`src/hdl/s5hp_pkg.sv`:
```
package s5hp_pkg;

  // Session phases of the handshake parser.
  typedef enum logic [3:0] {
    PH_G_VER   = 4'd0,
    PH_G_NMETH = 4'd1,
    PH_G_METH  = 4'd2,
    PH_R_VER   = 4'd3,
    PH_R_CMD   = 4'd4,
    PH_R_RSV   = 4'd5,
    PH_R_ATYP  = 4'd6,
    PH_DLEN    = 4'd7,
    PH_ADDR    = 4'd8,
    PH_PORT_H  = 4'd9,
    PH_PORT_L  = 4'd10,
    PH_EST     = 4'd11,
    PH_CLOSED  = 4'd12
  } phase_t;

  // Result kinds, carried on out_tuser.
  typedef enum logic [2:0] {
    KIND_REPLY   = 3'd0,
    KIND_ADDR    = 3'd1,
    KIND_CONNECT = 3'd2,
    KIND_PAYLOAD = 3'd3,
    KIND_ERROR   = 3'd4
  } kind_t;

  // Error codes on error results.
  typedef enum logic [2:0] {
    ERR_NONE     = 3'd0,
    ERR_GREETING = 3'd1,
    ERR_HEADER   = 3'd2,
    ERR_ATYP     = 3'd3,
    ERR_DLEN     = 3'd4
  } err_t;

  // Address type reported on a connect result.
  typedef enum logic [1:0] {
    AK_IPV4   = 2'd0,
    AK_DOMAIN = 2'd1,
    AK_IPV6   = 2'd2
  } addr_kind_t;

  // Protocol byte values.
  localparam logic [7:0] SOCKS_VER   = 8'h05;
  localparam logic [7:0] CMD_CONNECT = 8'h01;
  localparam logic [7:0] RSV_BYTE    = 8'h00;
  localparam logic [7:0] METHOD_NONE = 8'h00;
  localparam logic [7:0] ATYP_IPV4   = 8'h01;
  localparam logic [7:0] ATYP_DOMAIN = 8'h03;
  localparam logic [7:0] ATYP_IPV6   = 8'h04;
  localparam logic [7:0] IPV4_LEN    = 8'd4;
  localparam logic [7:0] IPV6_LEN    = 8'd16;

  // Reset value of the domain length limit.
  localparam logic [7:0] MAX_DOMAIN_RESET = 8'd253;

  // Default depth of the result queue; a power of two, at least 2.
  localparam int OUT_DEPTH_DEF = 4;

  // One result item.
  typedef struct packed {
    kind_t      kind;
    logic [7:0] data;
    addr_kind_t akind;
    logic [15:0] port;
    logic [7:0] alen;
    err_t       err;
    logic       last;
  } result_t;

  // Results produced by one input transfer: zero, one or two.
  typedef struct packed {
    logic [1:0] cnt;
    result_t    r0;
    result_t    r1;
  } parse_out_t;

  function automatic result_t make_res(kind_t kind, logic [7:0] data, addr_kind_t akind,
                                       logic [15:0] port, logic [7:0] alen, err_t err,
                                       logic last);
    result_t r;
    r.kind  = kind;
    r.data  = data;
    r.akind = akind;
    r.port  = port;
    r.alen  = alen;
    r.err   = err;
    r.last  = last;
    return r;
  endfunction

endpackage

```
`src/hdl/socks5_handshake_parser_unit.sv`:
```
// SOCKS5 server handshake parser. One client byte enters per transfer on the
// in_ channel (tuser = restart flag, tlast = end of a received chunk) and the
// unit sustains one byte per clock while the result queue has room. Each byte
// is held in an input register, parsed by the session state machine, and its
// results (none, one, or the two-byte 05 00 method reply) go into a small
// result queue; input is taken while that queue has room for a two-result
// burst, so a stall on out_tready backs up into in_tready once the queue lacks
// room for such a burst. cfg_we writes the domain length limit (reset 253);
// write it only while no bytes are in flight.
module socks5_handshake_parser_unit #(
  parameter int OUT_DEPTH = s5hp_pkg::OUT_DEPTH_DEF
) (
  input  logic        clk,
  input  logic        rst_n,
  // Configuration: domain length limit.
  input  logic        cfg_we,
  input  logic [7:0]  cfg_wdata,
  // Input stream.
  input  logic        in_tvalid,
  output logic        in_tready,
  input  logic [7:0]  in_tdata,   // [7:0] in_byte
  input  logic        in_tuser,   // [0] mode (restart)
  input  logic        in_tlast,   // chunk_last
  // Result stream.
  output logic        out_tvalid,
  input  logic        out_tready,
  output logic [39:0] out_tdata,  // [7:0] out_byte, [9:8] addr_kind, [25:10] dest_port,
                                  // [33:26] addr_bytes, [36:34] error_code, [39:37] zero
  output logic [2:0]  out_tuser,  // [2:0] out_kind
  output logic        out_tlast   // out_last
);
  import s5hp_pkg::*;

  logic       in_v_r;
  logic       in_mode_r;
  logic [7:0] in_byte_r;
  logic       in_last_r;
  logic       room;
  logic       fire;
  logic       in_acc;
  parse_out_t pres;
  logic [1:0] push_cnt;
  result_t    head;

  assign fire      = in_v_r && room;
  assign in_tready = !in_v_r || room;
  assign in_acc    = in_tvalid && in_tready;
  assign push_cnt  = fire ? pres.cnt : 2'd0;

  // Input register.
  always_ff @(posedge clk) begin
    if (!rst_n) begin
      in_v_r <= 1'b0;
    end else if (in_tready) begin
      in_v_r <= in_tvalid;
    end
  end

  always_ff @(posedge clk) begin
    if (in_acc) begin
      in_mode_r <= in_tuser;
      in_byte_r <= in_tdata;
      in_last_r <= in_tlast;
    end
  end

  s5hp_parser u_parser (
    .clk       (clk),
    .rst_n     (rst_n),
    .cfg_we    (cfg_we),
    .cfg_wdata (cfg_wdata),
    .item_fire (fire),
    .item_mode (in_mode_r),
    .item_byte (in_byte_r),
    .item_last (in_last_r),
    .res       (pres)
  );

  s5hp_out_queue #(
    .DEPTH (OUT_DEPTH)
  ) u_queue (
    .clk        (clk),
    .rst_n      (rst_n),
    .push_cnt   (push_cnt),
    .push0      (pres.r0),
    .push1      (pres.r1),
    .room       (room),
    .head_valid (out_tvalid),
    .head_ready (out_tready),
    .head       (head)
  );

  // Pack the head result onto the output stream.
  assign out_tdata = {3'b000, head.err, head.alen, head.port, head.akind, head.data};
  assign out_tuser = head.kind;
  assign out_tlast = head.last;

endmodule

```
`src/hdl/s5hp_parser.sv`:
```
module s5hp_parser (
  input  logic                 clk,
  input  logic                 rst_n,
  input  logic                 cfg_we,
  input  logic [7:0]           cfg_wdata,
  input  logic                 item_fire,
  input  logic                 item_mode,
  input  logic [7:0]           item_byte,
  input  logic                 item_last,
  output s5hp_pkg::parse_out_t res
);
  import s5hp_pkg::*;

  phase_t     phase_r, phase_nxt;
  logic [7:0] bytes_left_r, bytes_left_nxt;
  addr_kind_t akind_r, akind_nxt;
  logic [7:0] port_high_r, port_high_nxt;
  logic [7:0] alen_r, alen_nxt;
  logic [7:0] max_dlen_r;
  logic [7:0] bl_dec;

  // Domain length limit register.
  always_ff @(posedge clk) begin
    if (!rst_n) begin
      max_dlen_r <= MAX_DOMAIN_RESET;
    end else if (cfg_we) begin
      max_dlen_r <= cfg_wdata;
    end
  end

  // Session state, updated on every transfer taken from the input stage.
  always_ff @(posedge clk) begin
    if (!rst_n) begin
      phase_r      <= PH_G_VER;
      bytes_left_r <= 8'd0;
      akind_r      <= AK_IPV4;
      port_high_r  <= 8'd0;
      alen_r       <= 8'd0;
    end else if (item_fire) begin
      phase_r      <= phase_nxt;
      bytes_left_r <= bytes_left_nxt;
      akind_r      <= akind_nxt;
      port_high_r  <= port_high_nxt;
      alen_r       <= alen_nxt;
    end
  end

  assign bl_dec = bytes_left_r - 8'd1;

  // Next state and results for the current byte.
  always_comb begin
    phase_nxt      = phase_r;
    bytes_left_nxt = bytes_left_r;
    akind_nxt      = akind_r;
    port_high_nxt  = port_high_r;
    alen_nxt       = alen_r;
    res.cnt        = 2'd0;
    res.r0         = make_res(KIND_REPLY, SOCKS_VER, AK_IPV4, 16'd0, 8'd0, ERR_NONE, 1'b0);
    res.r1         = make_res(KIND_REPLY, METHOD_NONE, AK_IPV4, 16'd0, 8'd0, ERR_NONE, 1'b1);

    if (item_mode) begin
      // Restart clears the session but keeps the limit register.
      phase_nxt      = PH_G_VER;
      bytes_left_nxt = 8'd0;
      akind_nxt      = AK_IPV4;
      port_high_nxt  = 8'd0;
      alen_nxt       = 8'd0;
    end else begin
      case (phase_r)
        PH_G_VER: begin
          if (item_byte != SOCKS_VER) begin
            phase_nxt = PH_CLOSED;
            res.cnt   = 2'd1;
            res.r0    = make_res(KIND_ERROR, item_byte, AK_IPV4, 16'd0, 8'd0,
                                 ERR_GREETING, 1'b1);
          end else begin
            phase_nxt = PH_G_NMETH;
          end
        end
        PH_G_NMETH: begin
          // An empty method list answers at once.
          if (item_byte == 8'd0) begin
            phase_nxt = PH_R_VER;
            res.cnt   = 2'd2;
          end else begin
            bytes_left_nxt = item_byte;
            phase_nxt      = PH_G_METH;
          end
        end
        PH_G_METH: begin
          bytes_left_nxt = bl_dec;
          if (bl_dec == 8'd0) begin
            phase_nxt = PH_R_VER;
            res.cnt   = 2'd2;
          end
        end
        PH_R_VER, PH_R_CMD, PH_R_RSV: begin
          logic [7:0] want;
          want = (phase_r == PH_R_VER) ? SOCKS_VER :
                 (phase_r == PH_R_CMD) ? CMD_CONNECT : RSV_BYTE;
          if (item_byte != want) begin
            phase_nxt = PH_CLOSED;
            res.cnt   = 2'd1;
            res.r0    = make_res(KIND_ERROR, item_byte, AK_IPV4, 16'd0, 8'd0,
                                 ERR_HEADER, 1'b1);
          end else if (phase_r == PH_R_VER) begin
            phase_nxt = PH_R_CMD;
          end else if (phase_r == PH_R_CMD) begin
            phase_nxt = PH_R_RSV;
          end else begin
            phase_nxt = PH_R_ATYP;
          end
        end
        PH_R_ATYP: begin
          case (item_byte)
            ATYP_IPV4: begin
              akind_nxt      = AK_IPV4;
              alen_nxt       = IPV4_LEN;
              bytes_left_nxt = IPV4_LEN;
              phase_nxt      = PH_ADDR;
            end
            ATYP_IPV6: begin
              akind_nxt      = AK_IPV6;
              alen_nxt       = IPV6_LEN;
              bytes_left_nxt = IPV6_LEN;
              phase_nxt      = PH_ADDR;
            end
            ATYP_DOMAIN: begin
              akind_nxt = AK_DOMAIN;
              phase_nxt = PH_DLEN;
            end
            default: begin
              phase_nxt = PH_CLOSED;
              res.cnt   = 2'd1;
              res.r0    = make_res(KIND_ERROR, item_byte, AK_IPV4, 16'd0, 8'd0,
                                   ERR_ATYP, 1'b1);
            end
          endcase
        end
        PH_DLEN: begin
          if (item_byte == 8'd0 || item_byte > max_dlen_r) begin
            phase_nxt = PH_CLOSED;
            res.cnt   = 2'd1;
            res.r0    = make_res(KIND_ERROR, item_byte, AK_IPV4, 16'd0, 8'd0,
                                 ERR_DLEN, 1'b1);
          end else begin
            alen_nxt       = item_byte;
            bytes_left_nxt = item_byte;
            phase_nxt      = PH_ADDR;
          end
        end
        PH_ADDR: begin
          bytes_left_nxt = bl_dec;
          if (bl_dec == 8'd0) begin
            phase_nxt = PH_PORT_H;
          end
          res.cnt = 2'd1;
          res.r0  = make_res(KIND_ADDR, item_byte, AK_IPV4, 16'd0, 8'd0, ERR_NONE,
                             bl_dec == 8'd0);
        end
        PH_PORT_H: begin
          port_high_nxt = item_byte;
          phase_nxt     = PH_PORT_L;
        end
        PH_PORT_L: begin
          phase_nxt = PH_EST;
          res.cnt   = 2'd1;
          res.r0    = make_res(KIND_CONNECT, 8'd0, akind_r, {port_high_r, item_byte},
                               alen_r, ERR_NONE, 1'b1);
        end
        PH_EST: begin
          res.cnt = 2'd1;
          res.r0  = make_res(KIND_PAYLOAD, item_byte, AK_IPV4, 16'd0, 8'd0, ERR_NONE,
                             item_last);
        end
        default: begin
          // Closed session: drop the byte.
          res.cnt = 2'd0;
        end
      endcase
    end
  end

endmodule

```
`src/hdl/s5hp_out_queue.sv`:
```
module s5hp_out_queue #(
  parameter int DEPTH = s5hp_pkg::OUT_DEPTH_DEF
) (
  input  logic                 clk,
  input  logic                 rst_n,
  input  logic [1:0]           push_cnt,
  input  s5hp_pkg::result_t    push0,
  input  s5hp_pkg::result_t    push1,
  output logic                 room,
  output logic                 head_valid,
  input  logic                 head_ready,
  output s5hp_pkg::result_t    head
);
  import s5hp_pkg::*;

  localparam int IDX_W = $clog2(DEPTH);
  localparam int CNT_W = $clog2(DEPTH + 1);

  result_t            slot_r [DEPTH];
  logic [IDX_W-1:0]   rd_ptr_r, wr_ptr_r;
  logic [IDX_W-1:0]   wr_ptr_p1;
  logic [CNT_W-1:0]   count_r;
  logic               pop;

  assign head_valid = (count_r != '0);
  assign pop        = head_valid && head_ready;
  assign head       = slot_r[rd_ptr_r];
  assign wr_ptr_p1  = wr_ptr_r + IDX_W'(1);

  // Space for a full two-result burst, without counting this cycle's pop.
  assign room = (count_r <= CNT_W'(DEPTH - 2));

  // Pointers and fill level.
  always_ff @(posedge clk) begin
    if (!rst_n) begin
      rd_ptr_r <= '0;
      wr_ptr_r <= '0;
      count_r  <= '0;
    end else begin
      wr_ptr_r <= wr_ptr_r + IDX_W'(push_cnt);
      if (pop) begin
        rd_ptr_r <= rd_ptr_r + IDX_W'(1);
      end
      count_r <= count_r + CNT_W'(push_cnt) - CNT_W'(pop);
    end
  end

  // Result slots.
  always_ff @(posedge clk) begin
    if (push_cnt != 2'd0) begin
      slot_r[wr_ptr_r] <= push0;
    end
    if (push_cnt == 2'd2) begin
      slot_r[wr_ptr_p1] <= push1;
    end
  end

endmodule

```
`config.mk`:
```
export PLATFORM = sky130hd
export DESIGN_NAME = socks5_handshake_parser_unit
export DESIGN_NICKNAME = d
export VERILOG_FILES = /design/src/hdl/s5hp_pkg.sv /design/src/hdl/socks5_handshake_parser_unit.sv /design/src/hdl/s5hp_parser.sv /design/src/hdl/s5hp_out_queue.sv
export SDC_FILE = /design/constraint.sdc
export NUM_CORES = 1
export LEC_CHECK = 0
export ABC_AREA = 1
export BUFFER_PORTS_ARGS = -buffer_cell sky130_fd_sc_hd__buf_4
export CAP_MARGIN = 40
export CELL_PAD_IN_SITES_DETAIL_PLACEMENT = 1
export CELL_PAD_IN_SITES_GLOBAL_PLACEMENT = 2
export CORE_ASPECT_RATIO = 0.8
export CORE_UTILIZATION = 32
export CTS_BUF_LIST = sky130_fd_sc_hd__clkbuf_2
export CTS_CLUSTER_DIAMETER = 30
export DETAILED_ROUTE_END_ITERATION = 8
export PLACE_DENSITY_LB_ADDON = 0.1
export SLEW_MARGIN = 0
export SYNTH_ARGS = -nofsm -noshare
export SYNTH_HDL_FRONTEND = slang
export SYNTH_SLANG_ARGS = --single-unit
```
`constraint.sdc`:
```
create_clock -name clk -period 2.6 [get_ports clk]
set_input_delay 0.13 -clock clk [delete_from_list [all_inputs] [get_ports clk]]
set_output_delay 0.13 -clock clk [all_outputs]
set_load 0.005 [all_outputs]
```
# Yosys cells after proc, flatten, opt, wreduce, memory -nomap -nowiden
# Memories as Yosys holds them, arrays and structs flattened. A register that Yosys moved wholly into a read port is not among the register bits.
# Index checks and enable logic that the tools add are counted.
[word_totals] input_bits=23 register_bits=56 word_cells=112 memories=1 ram_bits=164
[mem_list] name="u_queue.slot_r" words=4 width=41 read_ports=1 rd_ports_with_merged_regs=1 write_ports=2 line="s5hp_out_queue.sv:19" text="result_t slot_r [DEPTH];"
[classes] mux=41 add_sub_neg=6 reduce_logical=27 magnitude_cmp=2 n_eq_ne=22
[ops] operator="$pmux W41 S7" n=1
[ops] operator="$mux W42" n=4
[ops] operator="$mux W8" n=7
[ops] operator="$mux W43" n=1
[ops] operator="$pmux W4 S9" n=1
[ops] operator="$pmux W8 S2" n=2
[ops] operator="$pmux W8 S4" n=1
[ops] operator="$mux W4" n=5
[ops] operator="$mux W2" n=9
[ops] operator="$eq A4 B3 Y1 const B" n=4
[ops] operator="$eq A4 B4 Y1 const B" n=4
[ops] operator="$logic_not A8 Y1" n=2
[ops] operator="$pmux W2 S7" n=1
[ops] operator="$reduce_bool A10 Y1" n=1
[ops] operator="$reduce_or A3 Y1" n=3
[ops] operator="$eq A4 B2 Y1 const B" n=2
[ops] operator="$eq A8 B1 Y1 const B" n=1
[ops] operator="$eq A8 B2 Y1 const B" n=1
[ops] operator="$eq A8 B3 Y1 const B" n=1
[ops] operator="$gt A8 B8 Y1" n=1
[ops] operator="$ne A8 B3 Y1 const B" n=1
[ops] operator="$ne A8 B8 Y1" n=1
[ops] operator="$pmux W4 S2" n=1
[ops] operator="$reduce_and A4 Y1" n=2
[ops] operator="other kinds (26)" n=41

# Longest topological paths before layout
# Gate-level depths: netlist of the first run.
[logic_depth] word_depth=11 mapped_depth=21

# Hierarchy
# A second synthesis of the first run with hierarchy kept.
[unflattened] hier_cells=1477 hier_area_um2=12497.0
[by_module_without_submodules] mod="s5hp_out_queue" cells_per_inst=874 n_inst=1 area_per_inst_um2=8659.6 seq_area_each_um2=5104.9
[by_module_without_submodules] mod="s5hp_parser" cells_per_inst=576 n_inst=1 area_per_inst_um2=3437.0 seq_area_each_um2=760.7
[by_module_without_submodules] mod="socks5_handshake_parser_unit" cells_per_inst=27 n_inst=1 area_per_inst_um2=400.4 seq_area_each_um2=320.3

# Worst setup path after synthesis of the first run
# Ideal clock, no wire load.
[synth_path] path_type="flip-flop to flip-flop" startpoint="register u_parser.bytes_left_r[0]" endpoint="register u_queue.count_r[2]" t_arrival_ns=2.274 setup_time_ns=0.120 synth_period_minus_slack_ns=2.394 setup_slack_ns=0.206 path_stages_with_launch=16 cell_sequence="dfxtp_1 inv_1 ha_1 xnor2_1 nand2_1 nor2_1 nand2_1 nor2_1 nand3_1 nand2_1 nand2_1 ha_1 inv_1 fa_1 o21ai_0 a21oi_1"
[synth_via] elab_chain_len=8
[synth_rtl] element="start: declaration" line="s5hp_parser.sv:15" text="logic [7:0] bytes_left_r, bytes_left_nxt;"
[synth_rtl] element="start signal: assignment" line="s5hp_parser.sv:41" text="bytes_left_r <= bytes_left_nxt;"
[synth_rtl] element="$sub A8 B1 Y8" line="s5hp_parser.sv:48" text="assign bl_dec = bytes_left_r - 8'd1;"
[synth_rtl] element="$logic_not A8 Y1" line="s5hp_parser.sv:92" text="if (bl_dec == 8'd0) begin"
[synth_rtl] element="$mux W2" line="s5hp_parser.sv:92"
[synth_rtl] element="$pmux W2 S7" line="s5hp_parser.sv:69" text="case (phase_r)"
[synth_rtl] element="$mux W43" line="s5hp_parser.sv:61" text="if (item_mode) begin"
[synth_rtl] element="$mux W2" line="socks5_handshake_parser_unit.sv:48" text="assign push_cnt = fire ? pres.cnt : 2'd0;"
[synth_rtl] element="$add A3 B2 Y3" line="s5hp_out_queue.sv:44" text="count_r <= count_r + CNT_W'(push_cnt) - CNT_W'(pop);"
[synth_rtl] element="$sub A3 B1 Y3" line="s5hp_out_queue.sv:44"
[synth_rtl] element="end signal: assignment" line="s5hp_out_queue.sv:44"
[synth_rtl] element="end: declaration" line="s5hp_out_queue.sv:22" text="logic [CNT_W-1:0] count_r;"
# Every way passes these cells.
# A chain may end at the register's enable or synchronous reset.

# Final worst setup path of the first run
[layout_path] startpoint="register in_byte_r[0]" endpoint="register u_queue.count_r[1]"
[layout_via] elab_chain_len=8 word_cells_on_any_way=19 classes_between="add/sub: 2; order compare: 1; eq/ne: 5; mux: 8; reduce/logical: 3"
[layout_rtl] element="start: declaration" line="socks5_handshake_parser_unit.sv:36" text="logic [7:0] in_byte_r;"
[layout_rtl] element="start signal: assignment" line="socks5_handshake_parser_unit.sv:62" text="in_byte_r <= in_tdata;"
[layout_rtl] element="$gt A8 B8 Y1, or another cell as far along" line="s5hp_parser.sv:141" text="if (item_byte == 8'd0 || item_byte > max_dlen_r) begin"
[layout_rtl] element="$logic_or A1 B1 Y1 / $reduce_or A3 Y1 (equally long branches)"
[layout_rtl] element="$mux W42 (on tied branches)" line="s5hp_parser.sv:141, s5hp_parser.sv:115"
[layout_rtl] element="$pmux W2 S7 *" line="s5hp_parser.sv:69"
[layout_rtl] element="$mux W43 *" line="s5hp_parser.sv:61"
[layout_rtl] element="$mux W2 *" line="socks5_handshake_parser_unit.sv:48"
[layout_rtl] element="$add A3 B2 Y3 *" line="s5hp_out_queue.sv:44"
[layout_rtl] element="$sub A3 B1 Y3 *" line="s5hp_out_queue.sv:44"
# Every way passes the cells marked *; elsewhere a longest branch is shown, timed or not.

==> results.txt, run 1 <==
The remaining antenna violation count after routing came out at 0. The aggregate negative setup slack is 0 ns. The internal power of the cells came out at 0.00752 W. Counting distinct cell types in the post-synthesis netlist gives 36. The fraction of the cycle the final worst path needs is 0.967.

TritonCTS built the clock tree. The library cells used most frequently in the layout, excluding fill and tap cells, are nor2_1, nand2_1, dfxtp_1. The dominant register cell in the synthesized netlist is dfxtp_1. The multi-input combinational cell area came out at 5830 um2.

The initial core utilization is 0.330. The total number of yosys warnings came out at 0. The final-report max-slew violation count came out at 0. Pin placement for this block handled 69 I/O pins. The worst setup path is of the flop to flop kind.

After global routing the overflow that remains totals 0. The total half-perimeter wirelength after legalization and detailed placement is 26800 um. The TritonCTS sink count is 222. Max-cap violations in this run came to 0. The layout filler cell count is 4419. Of all nets on the critical path, the largest fanout is 3. Synthesis produced a netlist whose cell count is 1704. The number of detailed-routing iterations run before antenna repair came out at 6.

The worst hold path belongs to the class primary input to flop. Setup repair after global routing could not meet its margin everywhere. The count of input and output buffers is 65. The via count of the first global-routing pass came out at 12400.

The share of total power in sequential cells came out at 0.379. The via density per instance is 5.01. The power per standard cell area came out at 865 nW/um2. The worst slack on hold paths is 0.133 ns.

The average instance area after synthesis is 6.59 um2. Detailed routing inserted a total of 12000 vias. The CTS clock-pin slew for the worst setup and hold paths is 0.11 ns. The root buffer cell chosen for the clock tree is clkbuf_2.

The last weighted congestion value of the routability-driven placer is 0.836. The width of the chip came out at 211 um. The die is 170 um tall.

The switching power as a share of total power came out at 0.384. The worst setup path is launched from a flop. The total setup violations reported at the end of the flow came out at 0.

The standby leakage power came out at 6.96 nW. Dividing the detail-routed wire length by the instance count gives 18.3 um. The top cell type's share of synthesized area came out at 0.378. Of the total power, combinational logic draws 0.371. The most common library cell in the layout ignoring fill and taps is nor2_1.

The area used by sequential logic in the layout came out at 4550 um2. The relative max-transition margin came out at 0.444. The transition at the pin with the smallest max-transition slack came out at 0.833 ns. The largest net degree at the start of global routing came out at 83. The floorplan has 60 rows.

The initial detailed-routing violation count is 712. The number of buffers between clock root and the deepest sink is 3. The number of synthesized flops with an enable pin came out at 10. The area of the die is 35900 um2. The number of endpoints with negative hold slack in the final report is 0.

The worst path required time came out at 3.40 ns. The number of clock buffers added by TritonCTS is 72. The synthesized design contains 222 register bits. The run finished with clean final reports. The worst IR drop on VDD is 0.414 mV.

The sequential-to-total area share from yosys stat came out at 0.405. The number of antenna violations at the first check in global routing is 1. The global-route wire length before repair is 69300 um. The worst path needs 2.51 ns of the cycle, external delays included.

The area added between synthesis and finish is 25.6%. The clock latency of the later-clocked register in the worst-skew pair came out at 0.88 ns. The synthesized design spends more area on one cell type than any other, namely dfxtp_1. The area inside the core boundary came out at 34100 um2. The clock network fraction of total power came out at 0.250.

The net total in the final layout came out at 1908. The wire length after detailed routing came out at 43600 um. The proportion of register bits with asynchronous set or reset after synthesis came out at 0. The end-of-flow core utilization came out at 0.414. Of the cells placed in the final design, the portion with a size suffix greater than 1 is 0.171. Ranked by total cell area, the synthesized netlist is headed by dfxtp_1, nor2_1, nand2_1, a21oi_1, nand3_1. STA classifies the critical path endpoint as a flop. Clock skew on the completed layout was measured at 0.0551 ns. The count of unresolved DRC violations after routing came out at 0. The global-route total usage across every layer came out at 0.248.

The critical path arrival came out at 3.31 ns. The CTS H-tree depth came out at 3. The reg2reg setup slack came out at 0.09 ns.

The combined area of all synthesized cells came out at 11200 um2. The analysis attributes to net switching a power of 0.00469 W. For this run, the top clock speed supported by timing is 0.398 GHz.
worst max-delay path, cell delays in order, from the launching register on:
cell and delay (ns):
edfxtp_1 0.42, inv_2 0.10, ha_1 0.14, inv_1 0.05, nand2_1 0.06, nand2_1 0.07
nand2_1 0.07, nand2_1 0.06, nand2_1 0.09, nand2_2 0.06, nand2_2 0.09, nand2_2 0.07
nand2_2 0.07, nand3_2 0.10, nand2_2 0.12, inv_2 0.05, ha_2 0.17, fa_2 0.51
nand2_1 0.05, inv_1 0.05
power by group through the flow:
stage               Sequential [W]  Combinational [W]  Clock [W]
floorplan                  0.00456            0.00244          0
CTS                        0.00460            0.00447    0.00316
detailed placement         0.00467            0.00437          0
finish                     0.00462            0.00453    0.00305
global placement           0.00465            0.00432          0
global route               0.00470            0.00504    0.00336
logic make-up after synthesis:
| family | Yosys count | synth area share |
|---|---|---|
| AO/OA/AOI/OAI | 367 | 0.172 |
| XOR/XNOR | 8 | 0.00624 |
| adder cells (fa/ha/maj) | 15 | 0.0174 |
| buffers and inverters | 248 | 0.0936 |
| flip-flops | 222 | 0.405 |
| other | 1 | 0.000334 |
| AND/OR/NAND/NOR | 843 | 0.306 |
registers in the layout (all words and copies together), names as in the netlist, 3 cells and up, named ones only:
| register | flops |
|---|---|
| u_parser.port_high_r | 8 |
| u_parser.bytes_left_r | 8 |
| u_parser.max_dlen_r | 8 |
| u_queue.slot_r | 164 |
| u_queue.count_r | 3 |
| in_byte_r | 8 |
| u_parser.alen_r | 8 |
| u_parser.phase_r | 4 |
path summary, 6_finish.rpt:
kind | from | cells after the start | to
worst min-delay path | cfg_we | 3 | u_parser.max_dlen_r[4]
worst max register to register | in_byte_r[0] | 19 | u_queue.count_r[1]
worst min register to register | u_parser.alen_r[2] | 2 | u_parser.alen_r[2]
worst max-delay path | in_byte_r[0] | 19 | u_queue.count_r[1]
stage by stage:
stage	cell area (um2)	power [W]	cells	setup slack, ns
after global placement	12600	0.00897	2196	0.0410
final	14100	0.0122	2387	0.0859
after global routing	14100	0.0131	2387	-0.101
after floorplan	11200	0.00701	1706	0.206
after CTS	13900	0.0122	2378	0.00333
after detailed placement	12600	0.00904	2196	-0.0576
cell type report:
| cell class | count | share of cell area |
|---|---|---|
| multi-input combinational | 1236 | 0.413 |
| sequential | 222 | 0.323 |
| timing repair buffer | 215 | 0.141 |
| tap | 465 | 0.0412 |
| clock buffer | 104 | 0.0369 |
| inverter | 123 | 0.0332 |
| clock inverter | 21 | 0.0114 |
| antenna | 1 | 0.000177 |
metal layers:
| metal | track usage | vias up | wire (um) |
|---|---|---|---|
| li1 | - | 5945 | - |
| met5 | 0 | - | 0 |
| met4 | 0.0665 | 0 | 585 |
| met1 | 0.340 | 5726 | 21500 |
| met2 | 0.402 | 235 | 19900 |
| met3 | 0.0398 | 51 | 1650 |
Yosys cell counts, types with 2 or more instances:
cell type / number
o21bai_1: 2
o211ai_1: 3
buf_2: 42
nand4_1: 8
o21ai_0: 120
buf_4: 14
o22ai_1: 46
xor2_1: 6
nand3_1: 176
edfxtp_1: 10
inv_1: 116
a21oi_1: 188
inv_2: 6
nor3_1: 7
clkbuf_1: 61
buf_6: 2
nor2_1: 332
nor2_2: 6
nand2_1: 311
nand2_2: 2
xnor2_1: 2
dfxtp_1: 212
ha_1: 14
buf_1: 6
timing repair:
item                                   4_1_cts  5_1_grt
pin swaps                                    0       10
setup buffers                                1        8
endpoints found under the hold margin       54        0
hold buffers                                56        0
resized for setup                            4       44
setup endpoints to repair                   22      185
Power figures use the tool's default switching activity.
==> run 2, diff against run 1 <==
--- a/config.mk
+++ b/config.mk
@@ -5,13 +5,12 @@
 export SDC_FILE = /design/constraint.sdc
 export NUM_CORES = 1
 export LEC_CHECK = 0
-export ABC_AREA = 1
 export BUFFER_PORTS_ARGS = -buffer_cell sky130_fd_sc_hd__buf_4
 export CAP_MARGIN = 40
 export CELL_PAD_IN_SITES_DETAIL_PLACEMENT = 1
 export CELL_PAD_IN_SITES_GLOBAL_PLACEMENT = 2
 export CORE_ASPECT_RATIO = 0.8
-export CORE_UTILIZATION = 32
+export CORE_UTILIZATION = 37
 export CTS_BUF_LIST = sky130_fd_sc_hd__clkbuf_2
 export CTS_CLUSTER_DIAMETER = 30
 export DETAILED_ROUTE_END_ITERATION = 8
==> run 2 against run 1 <==
The flow now finishes with violations (setup timing). Wire length shrank 10%. Clock power shrank 6%. Synthesized area shrank 9.1%. Cell count shrank 29%. Combinational power shrank 44%. Critical path depth shrank 9. Highest routed layer unchanged.
==> results.txt, run 2 <==
The post-synthesis share of cell area spent on full adders, half adders and majority gates came to 0.0191 (+0.00175). The CTS tree is built. The worst IR drop on VDD is 0.408 mV (-1.6%). The post-placement worst setup slack is -0.531 ns (-0.473 ns). The clock network fraction of total power came out at 0.308 (+0.058). The count of distinct cell types in the synthesized netlist is 72 (+100%).

The CTS clock-pin slew for the worst setup and hold paths came to 0.11 ns (about the same). The total half-perimeter wirelength after legalization and detailed placement came out at 22300 um (-17%). The synthesized netlist cell count came to 987 (-42%).

The number of buffers between clock root and the deepest sink came out at 3 (unchanged). The internal power of the cells is 0.00633 W (-16%). The total number of yosys warnings came out at 0 (unchanged).

The clock latency of the later-clocked register in the worst-skew pair was 0.94 ns (+0.06 ns). The initial core utilization came out at 0.383 (+0.0533). The number of synthesized flops with an enable pin is 10 (unchanged). The last weighted congestion value of the routability-driven placer came to 0.851 (+1.8%). The sequential-to-total area share from yosys stat came to 0.445 (+0.0407). The area added between synthesis and finish came out at 52.8%. The initial detailed-routing violation count came to 483 (-32%).

The flip-flop count of the largest register after layout is 164 (unchanged). The compound-cell area share of the yosys netlist is 0.163 (-0.00872). The count of input and output buffers came out at 65 (unchanged).

The placed cell area is 12000 um2 (-4.8%). Among cell families on the critical path, the largest total delay comes from simple AND/OR/NAND/NOR gates. The TritonCTS sink count is 222 (unchanged). The standby leakage power is 6.49 nW (-6.7%). The transition at the pin with the smallest max-transition slack is 0.626 ns (-0.207 ns). The CTS H-tree depth is 2 (-1). The element type at the critical path start is a flop. The share of total power in sequential cells came to 0.421 (+0.042). The proportion of register bits with asynchronous set or reset after synthesis came out at 0 (unchanged).

The via density per instance came out at 5.48 (+9.4%). The number of ports placed on the die boundary came out at 69 (unchanged). The total setup violations reported at the end of the flow is 183 (+183). The number of placed instances, taps included is 1462 (-33%). For this run, the leading register cell type out of synthesis is dfxtp_1. The top achievable clock speed came out at 0.328 GHz (-17%). The count of vias placed by the detailed router is 9243 (-23%). The switching power as a share of total power came to 0.323 (-0.0614). The global-route total usage across every layer is 0.264 (+0.0163). The combined buffer and inverter count along the critical path is 1 (-3). The flip-flop and latch count after synthesis came to 222 (unchanged). By area, the combinational part of the netlist is dominated by multiplexers. The area inside the core boundary was 26700 um2 (-22%).

Ranked by total cell area, the synthesized netlist is headed by dfxtp_1, mux2i_1, mux4_2, o2bb2ai_1, nand2_1. Setup repair after global routing could not meet its margin everywhere. The routed length per placed instance is 23.3 um (+27%).

The remaining antenna violation count after routing came to 0 (unchanged). The share of the synthesized netlist area taken by xor and xnor gates is 0.00858 (+0.00234). In this run the worst hold path is classified as primary input to flop.

The count of unresolved DRC violations after routing is 0 (unchanged). Counting flops per register, the top entry is u_queue.slot_r. The wire length after detailed routing came to 39200 um (-10%). Walking the worst path, the cells encountered are or4_4 > or3_4 > a2111oi_4 > a21oi_2 > nor3_2 > nand2_1 > ha_1 > inv_2 > fa_2 > and2_4. The combinational fraction of design power came out at 0.271 (-0.100). By count the netlist is led by dfxtp_1, nand2_1, mux2i_1.

The global-route congestion overflow total is 0 (unchanged). The number of violations of the max-capacitance limit came out at 0 (unchanged). The critical path arrival is 3.82 ns (+0.51 ns).

The net switching power figure is 0.00302 W (-36%). The design area is 15600 um2 (+11%). The clock period minus final worst setup slack came out at 3.05 ns (+0.532 ns). The cell row count came out at 53 (-12%).

The final-report max-slew violation count is 0 (unchanged). The relative max-transition margin is 0.577 (+0.133). The power per standard cell area came out at 599 nW/um2 (-31%). The die extent in y is 151 um (-11%). The top cell type's share of synthesized area is 0.416 (+0.0380).

In this run the clock root is driven by a clkbuf_2. The average instance area after synthesis is 10.3 um2 (+57%). The filler-free cell count of the finished design is 1686 (-29%). The worst path required time is 3.38 ns (-0.02 ns).

The slowest stage of the critical path is the or4_4 cell. The number of detailed-routing iterations run before antenna repair came out at 4 (-2). The flow ran to the end, but the final reports show violations. Summed over all instances, the cell type with the most area after synthesis is dfxtp_1. The fraction of the cycle the final worst path needs was 1.17 (+0.205). Leaving out fill and tap cells, the most frequent cell in the layout is dfxtp_1. The simple-gate share of the synthesized area is 0.131 (-0.175).

The share of post-route cells with drive strength above 1 came out at 0.431 (+0.260). The net total in the final layout is 1326 (-31%). The worst setup margin came out at -0.446 ns (-0.532 ns).

The critical-path maximum fanout came out at 2 (-1). The final setup skew is 0.0897 ns (+0.0346 ns). The largest net degree at the start of global routing came out at 34 (-59%). The area of the die came out at 28300 um2 (-21%). STA classifies the critical path endpoint as a flop. The global-route wire length before repair is 56900 um (-18%).

The total power after layout was 0.00935 W (-23%). The via count of the first global-routing pass was 9728 (-22%). The mux share of post-synthesis cell area is 0.185 (+0.185). The number of buffers added by the clock tree synthesis step is 57 (-21%). The number of antenna violations at the first check in global routing was 1 (unchanged). Yosys instantiated no cell more often than dfxtp_1.

The combined area of all synthesized cells came out at 10200 um2 (-9.1%). The maximum single-stage delay on the critical path is 0.54 ns (+0.03 ns). The checks that failed: setup timing. The category of the most critical setup path is flop to flop. The number of endpoints with negative hold slack in the final report was 0 (unchanged). Leaving out fill and tap cells, the most frequent cells in the layout are dfxtp_1, buf_4, nand2_1. The width of the chip came out at 188 um (-11%).
## run 2: cell types whose count changed in the layout (fill, tap and decap cells not counted), moves of 41 or more
| cell | previous run | this run |
|---|---|---|
| o2bb2ai_2 | 0 | 52 |
| o22ai_1 | 45 | 3 |
| mux2i_1 | 0 | 93 |
| o21ai_0 | 119 | 15 |
| inv_1 | 112 | 25 |
| mux4_2 | 0 | 41 |
| nand2_1 | 302 | 130 |
| a21oi_1 | 185 | 22 |
| nor2_1 | 321 | 49 |
| nand3_1 | 174 | 7 |
## run 2: cell type report
cell class | count | area [um2]
Antenna cell | 2 | 5.00
Clock buffer | 76 | 380
Clock inverter | 22 | 226
Fill cell | 2808 | 11100
Inverter | 30 | 113
Multi-Input combinational cell | 664 | 6590
Sequential cell | 222 | 4560
Tap cell | 357 | 447
Timing Repair Buffer | 313 | 3280
## run 2: path summary, 6_finish.rpt
kind	startpoint	endpoint	slack, ns	cells past startpoint
worst max-delay path	u_parser.bytes_left_r[2]	u_queue.count_r[1]	-0.45	10
worst min-delay path	cfg_we	u_parser.max_dlen_r[6]	0.16	3
worst max register to register	u_parser.bytes_left_r[2]	u_queue.count_r[1]	-0.45	10
worst min register to register	u_queue.slot_r[2][25]	u_queue.slot_r[2][25]	0.46	2
## run 2: stage by stage
step / util / hold WS [ns] / TNS (ns)
after floorplan: - / 0.229 / -18.23
after global placement: 0.451 / 0.309 / -37.77
after detailed placement: 0.451 / 0.310 / -45.46
after CTS: 0.548 / 0.0169 / -46.96
after global routing: 0.585 / 0.0970 / -70.82
final: 0.585 / 0.165 / -53.49
## run 2: timing repair
item,in CTS,in global routing
setup endpoints to repair,223,208
pin swaps,100,63
hold buffers,55,0
setup buffers,33,36
resized for setup,155,140
hold endpoints to repair,61,0
cloned,15,7
## run 2: power by group through the flow
stage / registers [W] / logic, W / clock network (W)
global placement: 0.00397 / 0.00198 / 0
CTS: 0.00392 / 0.00227 / 0.00291
finish: 0.00393 / 0.00254 / 0.00287
global route: 0.00397 / 0.00271 / 0.00314
detailed placement: 0.00398 / 0.00201 / 0
floorplan: 0.00385 / 0.00123 / 0
## run 2: metal layers
layer / routed length (um) / track usage / up-vias / share of wire
met5: 0 / 0 / - / 0
met4: 913 / 0.0882 / 0 / 0.023
met1: 18200 / 0.355 / 4706 / 0.46
met2: 18600 / 0.433 / 227 / 0.47
met3: 1520 / 0.0441 / 66 / 0.039
li1: - / - / 4244 / -
## run 2: kinds of logic (layout without fill, tap and decap cells)
kind of cell               after synthesis  in the layout
adders and majority gates               15             15
other                                    1              5
buffers and inverters                  103            441
xor gates and xnor gates                10             10
AOI/OAI and AO/OA                      207            207
DFF                                    222            222
and+or+nand+nor                        292            292
muxes                                  137            137
## run 2: tightest hold or removal path, cell delays in order
cell and delay, ns:
buf_4 0.19, o211ai_1 0.12, dlygate4sd3_1 0.56
